`src/hdl/tmpq_pkg.sv`:
```
// Shared types and constants for the tagged max priority queue.
// No dependencies; used by the cell, the top level and the checker.
`default_nettype none

package tmpq_pkg;

   // Field widths of one item
   localparam int KIND_W    = 2;
   localparam int GAIN_W    = 32;
   localparam int TAG_W     = 6;
   localparam int PAYLOAD_W = 32;
   localparam int KEY_W     = GAIN_W + 1;
   localparam int COUNT_W   = 9;

   // Item kinds
   localparam logic [KIND_W-1:0] KIND_ADD    = 2'd0;
   localparam logic [KIND_W-1:0] KIND_REMOVE = 2'd1;
   localparam logic [KIND_W-1:0] KIND_CLEAR  = 2'd2;

   // One stored entry
   typedef struct packed {
      logic signed [GAIN_W-1:0] gain;
      logic signed [GAIN_W-1:0] gainrev;
      logic [TAG_W-1:0]         child;
      logic [PAYLOAD_W-1:0]     payload;
   } entry_type;

   // Operation broadcast to every cell
   typedef enum logic [2:0] {
      OP_HOLD,
      OP_INSERT,
      OP_MARK,
      OP_COMPACT,
      OP_CLEAR
   } cell_op_type;

   typedef struct packed {
      cell_op_type             op;
      entry_type               entry;   // new entry, or the tag to drop in child
      logic signed [KEY_W-1:0] key;     // key of the new entry
      logic                    phase;   // odd/even pairing of compaction rounds
   } cell_cmd_type;

   // What a cell shows its neighbors
   typedef struct packed {
      entry_type               entry;
      logic signed [KEY_W-1:0] key;
      logic                    valid;
      logic                    ins;     // new entry ranks ahead of this cell
   } cell_link_type;

   // Sequencer states
   typedef enum logic [1:0] {
      ST_IDLE,
      ST_EXEC,
      ST_COMPACT,
      ST_FINISH
   } state_type;

endpackage

`default_nettype wire

```
`src/hdl/tmpq_cell.sv`:
```
// One cell of the sorted entry chain: holds an entry, its key and a valid bit.
// Depends on tmpq_pkg; talks only to its left and right neighbors.
`default_nettype none

module tmpq_cell #(
   parameter bit PARITY = 1'b0
) (
   input  wire                          clock,
   input  wire                          reset,
   input  wire tmpq_pkg::cell_cmd_type  cmd,
   input  wire tmpq_pkg::cell_link_type left,
   input  wire tmpq_pkg::cell_link_type right,
   output tmpq_pkg::cell_link_type      own
);

   tmpq_pkg::entry_type               entry_ff, entry_in;
   logic signed [tmpq_pkg::KEY_W-1:0] key_ff, key_in;
   logic                              valid_ff, valid_in;
   logic                              ins;

   // Strictly greater key goes ahead; equal keys stay behind older ones
   assign ins = !valid_ff || (cmd.key > key_ff);

   always_comb begin
      entry_in = entry_ff;
      key_in   = key_ff;
      valid_in = valid_ff;
      unique case (cmd.op)
         tmpq_pkg::OP_HOLD: begin
         end
         tmpq_pkg::OP_INSERT: begin
            // Shift right behind the insertion point, take the new entry at it
            if (left.ins) begin
               entry_in = left.entry;
               key_in   = left.key;
               valid_in = left.valid;
            end else if (ins) begin
               entry_in = cmd.entry;
               key_in   = cmd.key;
               valid_in = 1'b1;
            end
         end
         tmpq_pkg::OP_MARK: begin
            if (valid_ff && (entry_ff.child == cmd.entry.child)) begin
               valid_in = 1'b0;
            end
         end
         tmpq_pkg::OP_COMPACT: begin
            // Odd-even rounds: a hole trades places with a valid right neighbor
            if (cmd.phase == PARITY) begin
               if (!valid_ff && right.valid) begin
                  entry_in = right.entry;
                  key_in   = right.key;
                  valid_in = 1'b1;
               end
            end else begin
               if (!left.valid && valid_ff) begin
                  valid_in = 1'b0;
               end
            end
         end
         tmpq_pkg::OP_CLEAR: begin
            valid_in = 1'b0;
         end
         default: begin
         end
      endcase
   end

   always_ff @(posedge clock) begin
      if (reset) begin
         valid_ff <= 1'b0;
      end else begin
         valid_ff <= valid_in;
      end
      entry_ff <= entry_in;
      key_ff   <= key_in;
   end

   assign own.entry = entry_ff;
   assign own.key   = key_ff;
   assign own.valid = valid_ff;
   assign own.ins   = ins;

endmodule

`default_nettype wire

```
`config.mk`:
```
export PLATFORM = sky130hd
export DESIGN_NAME = tmpq_cell
export DESIGN_NICKNAME = d
export VERILOG_FILES = /design/src/hdl/tmpq_pkg.sv /design/src/hdl/tmpq_cell.sv
export SDC_FILE = /design/constraint.sdc
export NUM_CORES = 1
export LEC_CHECK = 0
export ABC_AREA = 0
export BUFFER_PORTS_ARGS = -buffer_cell sky130_fd_sc_hd__buf_4
export CAP_MARGIN = 20
export CORE_AREA = 3 3 212 214
export CTS_CLUSTER_DIAMETER = 120
export DETAILED_ROUTE_END_ITERATION = 16
export DIE_AREA = 0 0 215 217
export PLACE_DENSITY = 0.52
export SETUP_SLACK_MARGIN = 0.1
export SLEW_MARGIN = 20
export SYNTH_ARGS = -nofsm -noshare
export SYNTH_HDL_FRONTEND = slang
export SYNTH_SLANG_ARGS = --single-unit
export TNS_END_PERCENT = 5
```
`constraint.sdc`:
```
create_clock -name clock -period 10.9 [get_ports clock]
set_input_delay 0 -clock clock [delete_from_list [all_inputs] [get_ports clock]]
set_output_delay 0 -clock clock [all_outputs]
set_load 0.01 [all_outputs]
```
==> results by stage, run 1 <==
Yosys:
- The sequential fraction of the synthesis area is 0.5172.
- The mapped cell area is between 7000 and 8000 µm².
- The Yosys step of the flow raised 0 warnings.
- The fraction of registers with async set/reset is 0.
- Of the total synthesized cell area, the portion taken by XOR and XNOR cells is 0.006672.
- The post-synthesis instance total is between 700 and 800.
- The number of flops mapped to enable cells by yosys is roughly 140.
- In this run, distinct cell masters in the synthesized netlist total 36.
- Of the total synthesized cell area, the portion taken by AND, OR, NAND and NOR gates is 0.08959.
- By area the synthesized netlist is led by sky130_fd_sc_hd__edfxtp_1 51%, sky130_fd_sc_hd__mux2i_1 17%, sky130_fd_sc_hd__a21oi_1 9.5%.
- The largest family of logic cells by synthesized area is multiplexers.
- Summed over all instances, the cell type with the most area after synthesis is sky130_fd_sc_hd__edfxtp_1.
- The synthesized net count is 1,186.
- A synthesized cell averages approximately 11 µm².
- The proportion of netlist area held by the largest area contributor is 0.5147.
- The most common cell in the synthesized netlist is sky130_fd_sc_hd__a21oi_1.
- The number of flip-flops and latches in the synthesized netlist is 136.
- The share of the synthesized area in compound gates (AO/OA/AOI/OAI) is 0.1169.
- The share of synthesized cell area in full adder, half adder and majority cells is 0.05242.
- After synthesis, the most frequently instantiated cells are 149 x sky130_fd_sc_hd__a21oi_1, 143 x sky130_fd_sc_hd__nor2_1, 135 x sky130_fd_sc_hd__edfxtp_1, 135 x sky130_fd_sc_hd__mux2i_1, 38 x sky130_fd_sc_hd__buf_2.
- The multiplexer area fraction after synthesis is 0.1716.
- The commonest register cell after synthesis is sky130_fd_sc_hd__edfxtp_1.

Critical path:
- The launching element type of the critical path is a register.
- The class of the most critical setup path is register to register.
- Walking the worst path, the cells encountered are inv_1 -> ha_1 -> nand2_1 -> o21ai_0 -> nor4_1 -> o21ai_1 -> o21ai_2 -> a31oi_4 -> buf_4.
- The slowest stage of the critical path is the sky130_fd_sc_hd__buf_4 cell.
- The data arrival time of the critical path is 3.17 ns.
- The type of destination of the critical path is a register.
- The critical path data required time is 10.99 ns.
- The most critical setup path has its startpoint at key_ff[16]$_DFFE_PP_.
- In this design, the stage delay of the slowest critical-path cell is 0.77 ns.
- The worst register-to-register path begins at key_ff[16]$_DFFE_PP_.
- The largest fanout on the critical path is between 70 and 80.

Routing:
- Across all layers, the routed design uses around 8.7k vias.
- After detailed routing, the total wire length is 34,540 µm.
- The via-per-instance ratio is slightly above 4.
- The first detailed-routing pass took 4 iterations.
- The count of nets left with antenna violations once routing finished came out at 0.
- The DRC violation count after routing is 0.
- The routed length per instance is around 16 µm.
- The number of design-rule violations left by the first detailed-router iteration is approximately 260.

CTS:
- The clock edge transition at the registers on the reported setup and hold paths is around 0.06 ns.
- The H-tree generated during clock tree synthesis spans 4 levels.
- TritonCTS built the clock tree.
- The number of buffers between clock root and the deepest sink is 2.
- The root buffer cell is sky130_fd_sc_hd__clkbuf_16.
- TritonCTS created 17 clock buffers.
- The clock reaches the later pin of the worst-skew pair after 0.47 ns.
- The count of instances resized after the clock tree is built is 0.
- The clock net in this run drives a total of roughly 140 sinks.

GRT:
- The via count of the first global-routing pass is a little over 9k.
- The global routing usage on met3 is 0.05571.
- The initial antenna violation count is 2.
- The global-route usage over all layers is 0.1438.
- The wire length of the first global-routing pass is ~51,000 µm.
- For this run, global-route usage on met2 was measured as 0.2604.
- For this run, global-route usage on met1 was measured as 0.1531.
- The aggregate global routing overflow is 0.
- The largest net degree at the start of global routing is 97.
- The busiest layer in global routing is met2.

Die:
- The overall die height is between 200 and 250 µm.
- The row count is between 70 and 80.
- The die covers 46,660 µm².
- In this run the count of I/O pins placed on the die edge is between 500 and 600.
- The initial core utilization is 0.1828.
- Measured along the x axis, the die boundary spans about 220 µm.
- The core box area is 43,080 µm².

Cells and area:
- Of the cells placed in the final design, the portion with a size suffix greater than 1 is 0.3807.
- The growth of design area from synthesis to finish is 100.7%.
- The filler cells instantiated in the layout total between 4k and 5k.
- The summed area of non-filler cells in the final layout is approximately 16,000 µm².
- At the end of the flow, the number of nets in the layout was 1,982.

STA:
- After routing, the total negative slack on setup checks comes to 0 ns.
- The worst-margin pin slew is 1.040 ns.
- Setup repair after global routing left no endpoint under its margin.
- The worst setup skew after layout is ~0.011 ns.
- The post-route clock period utilization is 0.2832.
- The max-slew violation total from the final report is 0.
- The number of hold-slack violations in the final timing report was 0.
- The worst slew margin relative to its limit is 0.3068.
- The final number of setup-violating endpoints is 0.
- Derived from the worst setup path, the maximum achievable clock frequency is roughly 320 MHz.
- The worst path in the final design needs a cycle of 3.087 ns, including I/O delays and setup.
- Hold is met by approximately 0.014 ns.

Placement:
- The estimated wirelength of the detail-placed design is between 20,000 and 30,000 µm.
- The congestion estimate from routability-driven global placement came to roughly 0.86.
- The number of port buffers is 550.
- In this run the cell area measured after placement is between 10,000 and 15,000 µm².

Pwr:
- The static power due to leakage is 7.203 nW.
- The maximum ir drop on the vdd rail is about 100 µV.
- The completed layout was analyzed and its total power is around 1.6 mW.
- In this run the power density over the cells is approximately 100 nW/µm².

Job:
- The number of max-cap violations is 0.

Hold path:
- The kind of path behind the tightest hold check is input pin to register.
- The source of the worst hold timing path is cmd[122].

Run status:
- The run finished with clean final reports.
-- layer usage --
layer,up-vias,part of all wire
li1,4276,-
met1,4051,0.38
met2,347,0.51
met3,31,0.083
met4,0,0.018
met5,-,0
-- area by class of cell --
cell class              instances  area (µm²)  area share
diodes                          1       2.502   0.0001583
clock buffers                  20       436.7     0.02762
clock inverters                12       108.9    0.006886
inverters                      34       127.6    0.008073
multi-input cells             521        3466      0.2192
flip-flops and latches        136        4074      0.2577
well taps                     585       732.0     0.04630
repair buffers                824        6860      0.4340
-- critical path: cells and delay by family (launching register included) --
kind                     cells  cell delay [ns]
AO/OA/AOI/OAI                4             0.89
adder cells (fa/ha/maj)      1             0.31
buffers and inverters        2             0.82
flip-flops                   1             0.34
AND/OR/NAND/NOR              2             0.24
-- final timing paths --
| path | to | cells past startpoint | slack, ns |
|---|---|---|---|
| worst max-delay path | own[40]$_DFFE_PP_ | 9 | 7.81 |
| worst min-delay path | own[123]$_DFFE_PP_ | 3 | 0.01 |
| worst max register to register | own[40]$_DFFE_PP_ | 9 | 7.81 |
| worst min register to register | valid_ff$_SDFFE_PP0P_ | 3 | 1.24 |
-- state kept, by name (all words and copies together) (netlist names) --
register	cells
key_ff	33
own	102
valid_ff	1
-- metrics by stage --
step	cells	setup WS, ns	util
floorplan	738	1.442	-
global placement	1833	7.792	0.2922
detailed placement	1833	7.746	0.2922
CTS	2132	7.734	0.3669
global route	2133	7.591	0.3670
finish	2133	7.813	0.3670
-- timing repair --
item                                   4_1_cts  5_1_grt
setup buffers                                0        0
setup endpoints to repair                    0        0
hold buffers                               267        0
endpoints found under the hold margin      136        0
-- where the power goes --
group,internal [mW],switching [mW]
logic,0.263,0.156
clock network,0.330,0.233
registers,0.610,0.00937
-- cells in the final DEF (no fill, tap or decap), drive strengths merged --
cell           n
edfxtp       135
xor2           5
a311o          1
a21o           3
nand3b         2
a41o           1
o2111ai        1
nand2         13
xnor2          1
clkbuf        21
a2111oi        1
dlygate4sd3  267
ha            33
o21ai          8
buf          556
a211o          1
nor2         143
a31oi          2
dfxtp          1
o31a           2
bufinv         2
nand4          5
nor4           1
nand2b         1
mux2i        135
nor3           5
o21bai         1
inv           34
a21oi        149
a311oi         1
diode          1
clkinv        10
a41oi          1
nand3          5
-- kinds of logic (layout without fill, tap and decap cells) --
family | count (synthesis) | count (layout)
AO/OA/AOI/OAI | 172 | 172
XOR/XNOR | 6 | 6
adder cells (fa/ha/maj) | 33 | 33
buffers and inverters | 81 | 890
flip-flops | 136 | 136
multiplexers | 135 | 135
other | 0 | 1
AND/OR/NAND/NOR | 175 | 175
No activity file was read; power rests on OpenSTA's default activity.
==> inputs of run 2 (changes only) <==
--- a/config.mk
+++ b/config.mk
@@ -8,10 +8,10 @@
 export ABC_AREA = 0
 export BUFFER_PORTS_ARGS = -buffer_cell sky130_fd_sc_hd__buf_4
 export CAP_MARGIN = 20
-export CORE_AREA = 3 3 212 214
+export CORE_AREA = 3 3 216 218
 export CTS_CLUSTER_DIAMETER = 120
 export DETAILED_ROUTE_END_ITERATION = 16
-export DIE_AREA = 0 0 215 217
+export DIE_AREA = 0 0 219 221
 export PLACE_DENSITY = 0.52
 export SETUP_SLACK_MARGIN = 0.1
 export SLEW_MARGIN = 20
==> constraint.sdc (replaced) <==
create_clock -name clock -period 2.5 [get_ports clock]
set_input_delay 0 -clock clock [delete_from_list [all_inputs] [get_ports clock]]
set_output_delay 0 -clock clock [all_outputs]
set_load 0.01 [all_outputs]
==> results by stage, run 2 (synthesis results as in run 1) <==
Routing:
- The total number of vias is approximately 8.9k.
- In this run the remaining antenna-violating nets after routing total 0.
- The total length of routed wires is between 30,000 and 40,000 µm.
- The routed length per instance is approximately 16 µm.
- The first detailed-routing pass ran for 4 iterations.
- The via-per-instance ratio is ~4.0.
- After the first detailed-routing iteration, the DRC count stood at around 310.
- The DRC violation count after routing is 0.

Hold path:
- The kind of path behind the tightest hold check is input pin to register.
- The hold-critical path depth is 3.
- The source of the worst hold timing path is cmd[42].
- The worst hold path terminates at own[43]$_DFFE_PP_.

Pwr:
- The total power per unit cell area is 440.9 nW/µm².
- The worst-case IR drop observed on VDD is 358.1 µV.
- The sequential power share is 0.367.
- The fraction of power consumed by combinational cells is 0.269.
- The cell-internal power is between 5 and 6 mW.
- Of the total power, the share spent switching nets is 0.2438.
- The switching power summed over all nets is ~1.8 mW.
- The analysis attributes to cell leakage a power of 7.623 nW.
- Of the total power, the clock network draws 0.364.

STA:
- The tightest hold path in the finished design has a slack of approximately 0.0070 ns.
- The number of hold-slack violations in the final timing report is 0.
- Subtracting the final worst setup slack from the clock period gives roughly 2.7 ns.
- Setup repair after global routing could not meet its margin everywhere.
- Setup violations remaining at the end of the flow were counted as roughly 120.
- For the final database, setup skew stands at 0.01317 ns.
- The setup slack after layout is -0.1652 ns.
- The worst slew margin relative to its limit is 0.5569.
- The post-route clock period utilization is 1.066.
- The max-slew violation total from the final report was 0.
- For this run, the top clock speed supported by timing is between 300 and 400 MHz.
- For the pin with the worst max-slew slack, the measured transition is about 0.66 ns.

Placement:
- Input and output buffers added on the ports amount to 550.
- The congestion estimate from routability-driven global placement came to ~0.90.
- The cell count after placement is around 1.9k.
- The cell area reported after detailed placement is between 10,000 and 15,000 µm².
- The estimated wirelength of the detail-placed design is about 28,000 µm.

CTS:
- TritonCTS built the clock tree.
- In this run the deepest clock path goes through 2 buffers.
- For this design, the sink count on the clock tree is 136.
- Clock-pin slew was measured on the worst setup and hold paths at 0.06 ns.
- Buffers inserted during clock tree synthesis total 17.
- The maximum level of the CTS H-tree is 4.
- The tree is rooted in a sky130_fd_sc_hd__clkbuf_16.
- The clock latency reported for the late side of the worst-skew pair is between 0.4 and 0.5 ns.

Critical path:
- The worst reg-to-reg path cell count is 12.
- STA classifies the critical path endpoint as a register.
- In this run the critical register-to-register path is captured at own[114]$_DFFE_PP_.
- The signal on the critical path passes through inv_1 -> ha_1 -> a21o_1 -> a211o_1 -> a41oi_2 -> o21ai_2 -> o21ai_2 -> buf_6 -> a31oi_4 -> buf_6 -> buf_12 -> clkbuf_16.
- Grouping stages by cell kind, the critical path spends the most delay in compound AO/OA/AOI/OAI gates.
- The reg2reg setup slack is -0.17 ns.
- The worst register-to-register path begins at key_ff[30]$_DFFE_PP_.
- The critical path data required time is ~2.7 ns.
- The highest-delay cell along the critical path is sky130_fd_sc_hd__edfxtp_1.
- The largest fanout on the critical path is 5.
- The biggest cell delay along the critical path is 0.39 ns.
- The launching element type of the critical path is a register.
- The number of buffer and inverter instances along the worst setup path is 5.
- The data arrival time of the critical path is about 2.9 ns.
- The critical path is of the register to register type.

Cells and area:
- The summed area of non-filler cells in the final layout is 16,680 µm².
- The leading cell type in the layout, fill and taps excluded is sky130_fd_sc_hd__buf_4.
- The growth of design area from synthesis to finish is 111.8%.
- The total of fill cells in the finished design is between 4k and 5k.
- The total inserted antenna cells is 0.
- The share of cells above drive strength 1 is 0.4245.
- The library cells used most frequently in the layout, excluding fill and tap cells, are 596 x sky130_fd_sc_hd__buf_4, 248 x sky130_fd_sc_hd__dlygate4sd3_1, 148 x sky130_fd_sc_hd__a21oi_1.
- The post-route non-filler standard cell count is about 2.2k.
- The register with the most flip-flops in the layout has 102 of them.
- In the final design database the tool counted between 2k and 2.5k nets.

Die:
- The die outline area is about 48,000 µm².
- Measured along the x axis, the die boundary spans ~220 µm.
- For this configuration, the core starts out at a cell density of 0.1747.
- between 500 and 600 I/O pins were placed.
- The overall die height is about 220 µm.
- The core box area is between 40,000 and 50,000 µm².
- The row count is 78.

GRT:
- The first global-routing pass estimated 51,380 µm of wire.
- The via count of the first global-routing pass was 9,690.
- After global routing the overflow that remains totals 0.
- Across every metal layer, demand over resource in global routing totals 0.1381.
- Entering global routing, the biggest net connects 53 pins.
- The initial antenna violation count was 0.

Job:
- The number of max-cap violations is 0.

Run status:
- The checks that failed: negative setup slack.
- The run finished, with violations left.
[run 2: cell count changes in the layout (fill, tap and decap cells not counted), moves of 3 or more]
cell and change:
sky130_fd_sc_hd__buf_8 +3, sky130_fd_sc_hd__ha_4 +4, sky130_fd_sc_hd__clkinvlp_4 +3, sky130_fd_sc_hd__clkinv_2 -3, sky130_fd_sc_hd__buf_4 +40, sky130_fd_sc_hd__ha_1 -4, sky130_fd_sc_hd__buf_6 +14, sky130_fd_sc_hd__clkbuf_16 +7
sky130_fd_sc_hd__dlygate4sd3_1 -19, sky130_fd_sc_hd__buf_12 +9
[run 2: what timing repair did]
item / in CTS / in global routing
setup endpoints to repair: 136 / 136
cloned: 0 / 10
hold buffers: 248 / 0
resized for setup: 13 / 27
hold endpoints to repair: 136 / 0
buffers inserted: 1 / 8
pin swaps: 6 / 9
[run 2: tightest hold or removal path, cell delays in order]
cell                      delay [ns]
sky130_fd_sc_hd__buf_4          0.07
sky130_fd_sc_hd__mux2i_1        0.06
sky130_fd_sc_hd__a21oi_1        0.17
[run 2: power by group through the flow]
stage	sequential, mW	clock, mW	combinational, mW
after global placement	2.75	0	1.48
after global routing	2.71	2.88	2.15
final	2.70	2.68	1.98
after floorplan	2.80	0	0.501
after CTS	2.70	2.80	1.92
after detailed placement	2.75	0	1.49
[run 2: final cells by class]
type                            count  area [µm²]  area share
Sequential cell                   136        4074      0.2442
Inverter                           34       127.6    0.007649
Clock inverter                     13       177.7     0.01065
Tap cell                          600       750.7     0.04499
Multi-Input combinational cell    521        3566      0.2137
Clock buffer                       19       432.9     0.02595
Timing Repair Buffer              879        7556      0.4529
[run 2: metrics by stage]
| stage | total power [mW] | worst slack [ns] | TNS [ns] | utilization |
|---|---|---|---|---|
| after floorplan | 3.300 | -1.671 | -225.52 | - |
| after global placement | 4.229 | -0.1833 | -18.10 | 0.2916 |
| after detailed placement | 4.237 | -0.1938 | -21.86 | 0.2916 |
| after CTS | 7.416 | -0.2019 | -14.71 | 0.3616 |
| after global routing | 7.737 | -0.2617 | -28.53 | 0.3700 |
| final | 7.357 | -0.1652 | -14.81 | 0.3700 |
[run 2: how the worst max path moves through the flow]
stage                    startpoint                  end  cells past startpoint
2_1_floorplan  key_ff[10]$_DFFE_PP_  key_ff[0]$_DFFE_PP_                      8
3_3_place_gp   key_ff[16]$_DFFE_PP_    own[62]$_DFFE_PP_                     13
3_5_place_dp    key_ff[8]$_DFFE_PP_    own[83]$_DFFE_PP_                     12
4_1_cts         key_ff[7]$_DFFE_PP_               own[0]                     10
5_1_grt         key_ff[5]$_DFFE_PP_   own[114]$_DFFE_PP_                     12
6_report       key_ff[30]$_DFFE_PP_   own[114]$_DFFE_PP_                     12
[run 2: metal layers]
| layer | wire length [µm] | track usage |
|---|---|---|
| met1 | 14120 | 0.1492 |
| met2 | 18650 | 0.2584 |
| met3 | 2473 | 0.03763 |
| met4 | 813 | 0.04391 |
| met5 | 0 | 0 |
